## config.mk

```make
export PLATFORM = sky130hd
export DESIGN_NAME = count_repeated_values_unit
export DESIGN_NICKNAME = d
export VERILOG_FILES = /design/src/design/crv_pkg.sv /design/src/design/crv_datapath.sv /design/src/design/crv_ctrl.sv /design/src/design/count_repeated_values_unit.sv
export VERILOG_INCLUDE_DIRS = /design/src /design/src/design
export SDC_FILE = /design/constraint.sdc
export NUM_CORES = 2
export LEC_CHECK = 0
export BUFFER_PORTS_ARGS = -buffer_cell sky130_fd_sc_hd__buf_4
export CELL_PAD_IN_SITES_DETAIL_PLACEMENT = 1
export CELL_PAD_IN_SITES_GLOBAL_PLACEMENT = 2
export CORE_UTILIZATION = 30
export DETAILED_ROUTE_END_ITERATION = 8
export PLACE_DENSITY = 0.61
export SLEW_MARGIN = 25
export SYNTH_ARGS = -nofsm -noshare
export SYNTH_HDL_FRONTEND = slang
export SYNTH_SLANG_ARGS = --single-unit
```

## constraint.sdc

```tcl
create_clock -name clk -period 3.8 [get_ports clk]
set_clock_uncertainty 0.1 [all_clocks]
set_input_delay 0.57 -clock clk [delete_from_list [all_inputs] [get_ports clk]]
set_output_delay 0.57 -clock clk [all_outputs]
set_load 0.01 [all_outputs]
```

## src/design/count_repeated_values_unit_defines.svh

```systemverilog
// Assertion macros shared by the repeated-value counter.
`ifndef COUNT_REPEATED_VALUES_UNIT_DEFINES_SVH
`define COUNT_REPEATED_VALUES_UNIT_DEFINES_SVH

// Checked at every rising edge outside reset.
`define CRV_ASSERT(lbl, prop, msg) \
	lbl: assert property (@(posedge clk) disable iff (!arst_n) prop) else $error(msg);

// Checked at every rising edge, reset included.
`define CRV_ASSERT_ALWAYS(lbl, prop, msg) \
	lbl: assert property (@(posedge clk) prop) else $error(msg);

`endif

```

## src/design/crv_pkg.sv

```systemverilog
// Shared constants, state encoding and control structs of the repeated-value counter.
package crv_pkg;

	localparam int CAPACITY = 64;
	localparam int ADDR_W   = $clog2(CAPACITY);
	localparam int CNT_W    = $clog2(CAPACITY + 1);
	localparam int VAL_W    = 32;
	localparam int RES_W    = 6;

	typedef enum logic [2:0] {
		ST_IDLE,
		ST_KEY_RD,
		ST_KEY_LD,
		ST_CMP_RD,
		ST_CMP_EV,
		ST_TALLY,
		ST_REPORT
	} state_t;

	typedef struct packed {
		logic load;
		logic scan_init;
		logic rd_key;
		logic key_ld;
		logic cmp;
		logic tally;
		logic finish;
	} cmd_t;

	typedef struct packed {
		logic empty;
		logic j_end;
		logic i_end;
	} sts_t;

endpackage

```

## src/design/crv_datapath.sv

```systemverilog
// Value store, scan counters, comparator and result registers.
module crv_datapath import crv_pkg::*; (
	input  logic                    clk,
	input  logic                    arst_n,
	input  cmd_t                    cmd,
	input  logic signed [VAL_W-1:0] value,
	output sts_t                    sts,
	output logic [RES_W-1:0]        repeated_count,
	output logic                    overflow
);

	logic [VAL_W-1:0]  mem [CAPACITY];
	logic [VAL_W-1:0]  rdata_q;
	logic [VAL_W-1:0]  key_q;
	logic [CNT_W-1:0]  count_q;
	logic              ovf_q;
	logic [ADDR_W-1:0] i_q;
	logic [ADDR_W-1:0] j_q;
	logic              seen_q;
	logic              multi_q;
	logic [RES_W-1:0]  total_q;
	logic              full;
	logic              hit;
	logic [ADDR_W-1:0] rd_addr;

	assign full    = (count_q == CNT_W'(CAPACITY));
	assign hit     = (rdata_q == key_q);
	assign rd_addr = cmd.rd_key ? i_q : j_q;

	always_ff @(posedge clk) begin
		if (cmd.load && !full) begin
			mem[count_q[ADDR_W-1:0]] <= value;
		end
		rdata_q <= mem[rd_addr];
		if (cmd.key_ld) begin
			key_q <= rdata_q;
		end
	end

	always_ff @(posedge clk or negedge arst_n) begin
		if (!arst_n) begin
			count_q <= '0;
			ovf_q   <= 1'b0;
			i_q     <= '0;
			j_q     <= '0;
			seen_q  <= 1'b0;
			multi_q <= 1'b0;
			total_q <= '0;
		end else begin
			if (cmd.load) begin
				if (full) begin
					ovf_q <= 1'b1;
				end else begin
					count_q <= count_q + CNT_W'(1);
				end
			end
			if (cmd.scan_init) begin
				i_q     <= ADDR_W'(1);
				total_q <= '0;
			end
			if (cmd.key_ld) begin
				j_q     <= '0;
				seen_q  <= 1'b0;
				multi_q <= 1'b0;
			end
			if (cmd.cmp) begin
				if (hit) begin
					seen_q  <= 1'b1;
					multi_q <= seen_q;
				end
				j_q <= j_q + ADDR_W'(1);
			end
			// count an index whose value occurred exactly once before it
			if (cmd.tally) begin
				if (seen_q && !multi_q && (total_q != '1)) begin
					total_q <= total_q + RES_W'(1);
				end
				i_q <= i_q + ADDR_W'(1);
			end
			if (cmd.finish) begin
				count_q <= '0;
				ovf_q   <= 1'b0;
			end
		end
	end

	assign sts.empty = (count_q == '0);
	assign sts.j_end = ((j_q + ADDR_W'(1)) == i_q);
	assign sts.i_end = ((CNT_W'(i_q) + CNT_W'(1)) == count_q);

	assign repeated_count = total_q;
	assign overflow       = ovf_q;

endmodule

```

## src/design/crv_ctrl.sv

```systemverilog
// Sequencer for loading the set and walking the pairwise scan.
module crv_ctrl import crv_pkg::*; (
	input  logic clk,
	input  logic arst_n,
	input  logic start,
	input  logic last,
	input  sts_t sts,
	output cmd_t cmd,
	output logic busy,
	output logic done
);

	state_t state_q;
	state_t state_d;

	always_ff @(posedge clk or negedge arst_n) begin
		if (!arst_n) begin
			state_q <= ST_IDLE;
		end else begin
			state_q <= state_d;
		end
	end

	always_comb begin
		state_d = state_q;
		cmd     = '0;
		busy    = 1'b1;
		done    = 1'b0;
		case (state_q)
			ST_IDLE: begin
				busy = 1'b0;
				if (start) begin
					cmd.load = 1'b1;
					if (last) begin
						cmd.scan_init = 1'b1;
						state_d = sts.empty ? ST_REPORT : ST_KEY_RD;
					end
				end
			end
			ST_KEY_RD: begin
				cmd.rd_key = 1'b1;
				state_d = ST_KEY_LD;
			end
			ST_KEY_LD: begin
				cmd.key_ld = 1'b1;
				state_d = ST_CMP_RD;
			end
			ST_CMP_RD: begin
				state_d = ST_CMP_EV;
			end
			ST_CMP_EV: begin
				cmd.cmp = 1'b1;
				state_d = sts.j_end ? ST_TALLY : ST_CMP_RD;
			end
			ST_TALLY: begin
				cmd.tally = 1'b1;
				state_d = sts.i_end ? ST_REPORT : ST_KEY_RD;
			end
			ST_REPORT: begin
				done       = 1'b1;
				cmd.finish = 1'b1;
				state_d = ST_IDLE;
			end
			default: begin
				state_d = ST_IDLE;
			end
		endcase
	end

endmodule

```

## src/design/count_repeated_values_unit.sv

```systemverilog
// Top level of the repeated-value counter: sequencer plus datapath.
//
//  channel   handshake          payload
//  input     start / busy       value[31:0] signed, last
//  result    done (strobe)      repeated_count[5:0], overflow
//
// A value without last is taken while idle; busy stays low between loads.
// The result strobe follows the transfer of the last item after the
// pairwise scan over the one read port of the value store, which reads
// one stored value per compare.
// Reset clears the held count and the overflow flag; the store needs no clearing.
// The receiver cannot stall: done is high for exactly one cycle.
`include "count_repeated_values_unit_defines.svh"

module count_repeated_values_unit import crv_pkg::*; (
	input  logic                    clk,
	input  logic                    arst_n,
	input  logic                    start,
	output logic                    busy,
	input  logic signed [VAL_W-1:0] value,
	input  logic                    last,
	output logic                    done,
	output logic [RES_W-1:0]        repeated_count,
	output logic                    overflow
);

	cmd_t cmd;
	sts_t sts;

	crv_ctrl u_ctrl (
		.clk    (clk),
		.arst_n (arst_n),
		.start  (start),
		.last   (last),
		.sts    (sts),
		.cmd    (cmd),
		.busy   (busy),
		.done   (done)
	);

	crv_datapath u_datapath (
		.clk            (clk),
		.arst_n         (arst_n),
		.cmd            (cmd),
		.value          (value),
		.sts            (sts),
		.repeated_count (repeated_count),
		.overflow       (overflow)
	);

	`CRV_ASSERT(a_done_busy, done |-> busy, "result strobe outside the busy window")
	`CRV_ASSERT(a_done_idle, done |=> !busy, "block did not return idle after the result")
	`CRV_ASSERT(a_load_idle, (start && !busy && !last) |=> (!busy && !done),
		"a transfer without last left the idle state")
	`CRV_ASSERT_ALWAYS(a_no_ovf_idle, (!arst_n) |-> !overflow, "overflow set during reset")

endmodule
```

==> results.md <==
* Required time of the critical path at 4400 ps
* Hold path endpoint: u_datapath.repeated_count[3]
* Async S/R FF share, synth at 1.447%
* H-tree depth at 4
* Max-cap viol count at 0
* Die W at 524.4 µm
* Slew Viols, Final at 0
* Drt total wl at 257.7 mm
* F_max at 0.2683 GHz
* Placed cells at 8138
* Origin of the worst min-delay path: last
* Area of the mapped netlist at 81870 µm²
* Residual DRC at 0
* Syn Area/Cell at 18.52 µm²
* Final GP Congestion at 0.7761
* CTS root buf: clkbuf_16
* Area Overhead vs Synth at 19.18%
* R2R setup slack at 70 ps
* Kind of critical path: reg2reg
* Synth top area cells: edfxtp_1 (76%), mux2i_1 (13%), o22ai_1 (3.9%), o41ai_1 (1.4%), dfrtp_1 (0.95%)
* Final Critical Period at 3728 ps
* CP startpoint kind: register
* First-pass GRT wire length at 354.0 mm
* Ys Warns at 0
* Fin cells at 8572
* FF-to-FF Start: u_ctrl.state_q[1]
* Number of buffers created by CTS at 222
* Synthesized Nets at 4461
* CTS tree: yes
* # nets final at 4835
* Register Area at 63880 µm²
* Cells after synthesis at 4420
* Final Hold Slack at 62.69 ps
* Crit-path max FO at 21
* Period utilization at 98.10%
* Initial drt markers at 4179
* Clk slew on worst S/H paths at 60 ps
* DRT Pass-1 Iters at 7
* Die H at 524.4 µm
* Leak at 34.66 nW
* Most frequent cells in the layout: edfxtp_1 (2080), mux2i_1 (1031), o22ai_1 (512)
* Final Setup Violations at 0
* Worst Reg-to-Reg Cells at 10
* Critical Path AT at 4320 ps
* Synth Flop Type: edfxtp_1
* Die area at 275000 µm²
* Yosys top cell area share at 76.29%
* Clock Path Buffers at 3
* R2r endpoint: u_datapath.rdata_q[14]
* Vias at 44271
* CP endpoint kind: register
* EDFF count, synth at 2080
* Global-route usage over all layers at 18.43%
* Final ANT Viol Nets at 0
* # rows at 191
* Hold Crit Depth at 4
* CORE AREA at 271000 µm²
* Antenna violations before repair at 20
* I/O pin count at 45
* Dominant cell type by area after synthesis: edfxtp_1
* Vias/cell at 5.165
* Status: finished, final reports clean
* Worst min path class: in2reg
* Yosys cell types at 49
* Least-Margin Pin Slew at 1020 ps
* Starting Density at 30.21%
* Vias in the first global route at 45329
* Pin count of the biggest net entering global routing at 65
* Area of the multi-input gates at 17540 µm²
* Sink Count at 2143
* Register bit total from synthesis at 2143
* Hold Vio Cnt, Final at 0
* Register area share after synthesis at 78.02%
* Worst skew pair latency at 860 ps
* Relative slew margins at 32.03%
* Filler cell count at 26869
* WL per Instance at 30.06 µm
* Commonest non-fill, non-tap cell in the layout: edfxtp_1
* Power Dens Cells at 684.0 nW/µm²
* Layout cells sized above 1 at 16.67%
* Grt ovf at 0
* PortBufs at 44
* Post-DP HPWL at 148.5 mm
* Max IR drop VDD at 628.7 µV
## synth_stat cells (all sizes together) (3+ instances only)
cell,count
o41ai,129
clkbuf,86
mux2i,1032
buf,176
nand4,39
edfxtp,2080
ha,5
a21oi,6
nor2b,3
or3,6
dfrtp,31
nand4b,3
nand2b,4
and3,6
nand2,36
o21ai,20
nand3b,3
nor3b,3
nor2,85
nand3,18
o22ai,512
nor3,7
o31ai,4
xnor2,16
inv,9
nor4,10
xor2,39
dfxtp,32
## metrics by stage
stage	cell area (µm²)	utilization (%)	setup WS [ps]	power [mW]	setup TNS, ps
after global placement	90040	33.23	-530.2	45.26	-2425
final	97570	36.00	72.21	66.74	0
after CTS	97410	35.95	4.678	67.23	0
after floorplan	81870	-	115.1	38.67	0
after detailed placement	90110	33.25	-245.2	45.47	-663.9
after global routing	97540	35.99	-10.52	68.95	-10.52
## flip-flops by register name (all words and copies together) (netlist names), 3 cells and up
signal                     count
u_ctrl.state_q                 3
u_datapath.rdata_q            32
u_datapath.count_q             7
u_datapath.key_q              32
u_datapath.mem              2048
u_datapath.repeated_count      6
u_datapath.j_q                 6
u_datapath.i_q                 6
## cells by family (layout without fill, tap and decap cells)
kind of cell | count (synthesis) | after routing | share of synthesized area [%]
buf+inv | 271 | 841 | 1.646
other cells | 0 | 12 | 0
xor+xnor | 57 | 57 | 0.6434
simple gates | 230 | 230 | 1.389
compound gates | 680 | 680 | 5.577
flops | 2143 | 2143 | 78.02
fa+ha+maj | 5 | 5 | 0.07642
mux | 1034 | 1034 | 12.65
## repair_timing
item / CTS / global route
hold endpoints to repair: 32 / 0
endpoints found under the setup margin: 6 / 12
pin swaps: 0 / 1
resized for setup: 6 / 13
hold buffers: 2 / 0
setup buffers: 0 / 0
## how the worst max path moves through the flow
stage                                      from  slack [ps]                     end
after floorplan           u_datapath.count_q[0]         120   u_datapath.mem[59][0]
after global placement        u_ctrl.state_q[1]        -530   u_datapath.rdata_q[2]
after detailed placement      u_ctrl.state_q[1]        -250  u_datapath.rdata_q[14]
after CTS                     u_ctrl.state_q[1]           5  u_datapath.rdata_q[11]
after global routing          u_ctrl.state_q[1]         -10  u_datapath.rdata_q[14]
final                         u_ctrl.state_q[1]          70  u_datapath.rdata_q[14]
## per-layer routing
metal / part of all wire (%) / global-route usage [%] / vias to the layer above
met5: 0.023 / 0 / -
met4: 1.9 / 4.190 / 10
met3: 5.8 / 3.355 / 312
met2: 48 / 30.38 / 1088
met1: 45 / 25.16 / 23991
li1: - / - / 18870
## worst max-delay path: stages (launching register included)
cell and delay, ps:
dfrtp_1 470, or3b_4 520, mux2i_4 330, buf_12 240, buf_12 230, buf_4 240
buf_4 230, mux2i_1 210, o22ai_1 160, o41ai_4 610, nand4_1 150
## power breakdown
group	switching [mW]	internal [mW]
Combinational	10.4	7.37
Clock	9.24	12.5
Sequential	0.525	26.7
Total	20.1	46.6
## final cells by class
cell class / count / share of cell area (%)
sequential: 2143 / 65.47
antenna: 12 / 0.03078
multi-input combinational: 2006 / 17.98
inverter: 9 / 0.03462
clock inverter: 103 / 1.119
timing repair buffer: 412 / 4.506
clock buffer: 317 / 6.290
tap: 3570 / 4.578
Power figures use the tool's default switching activity.
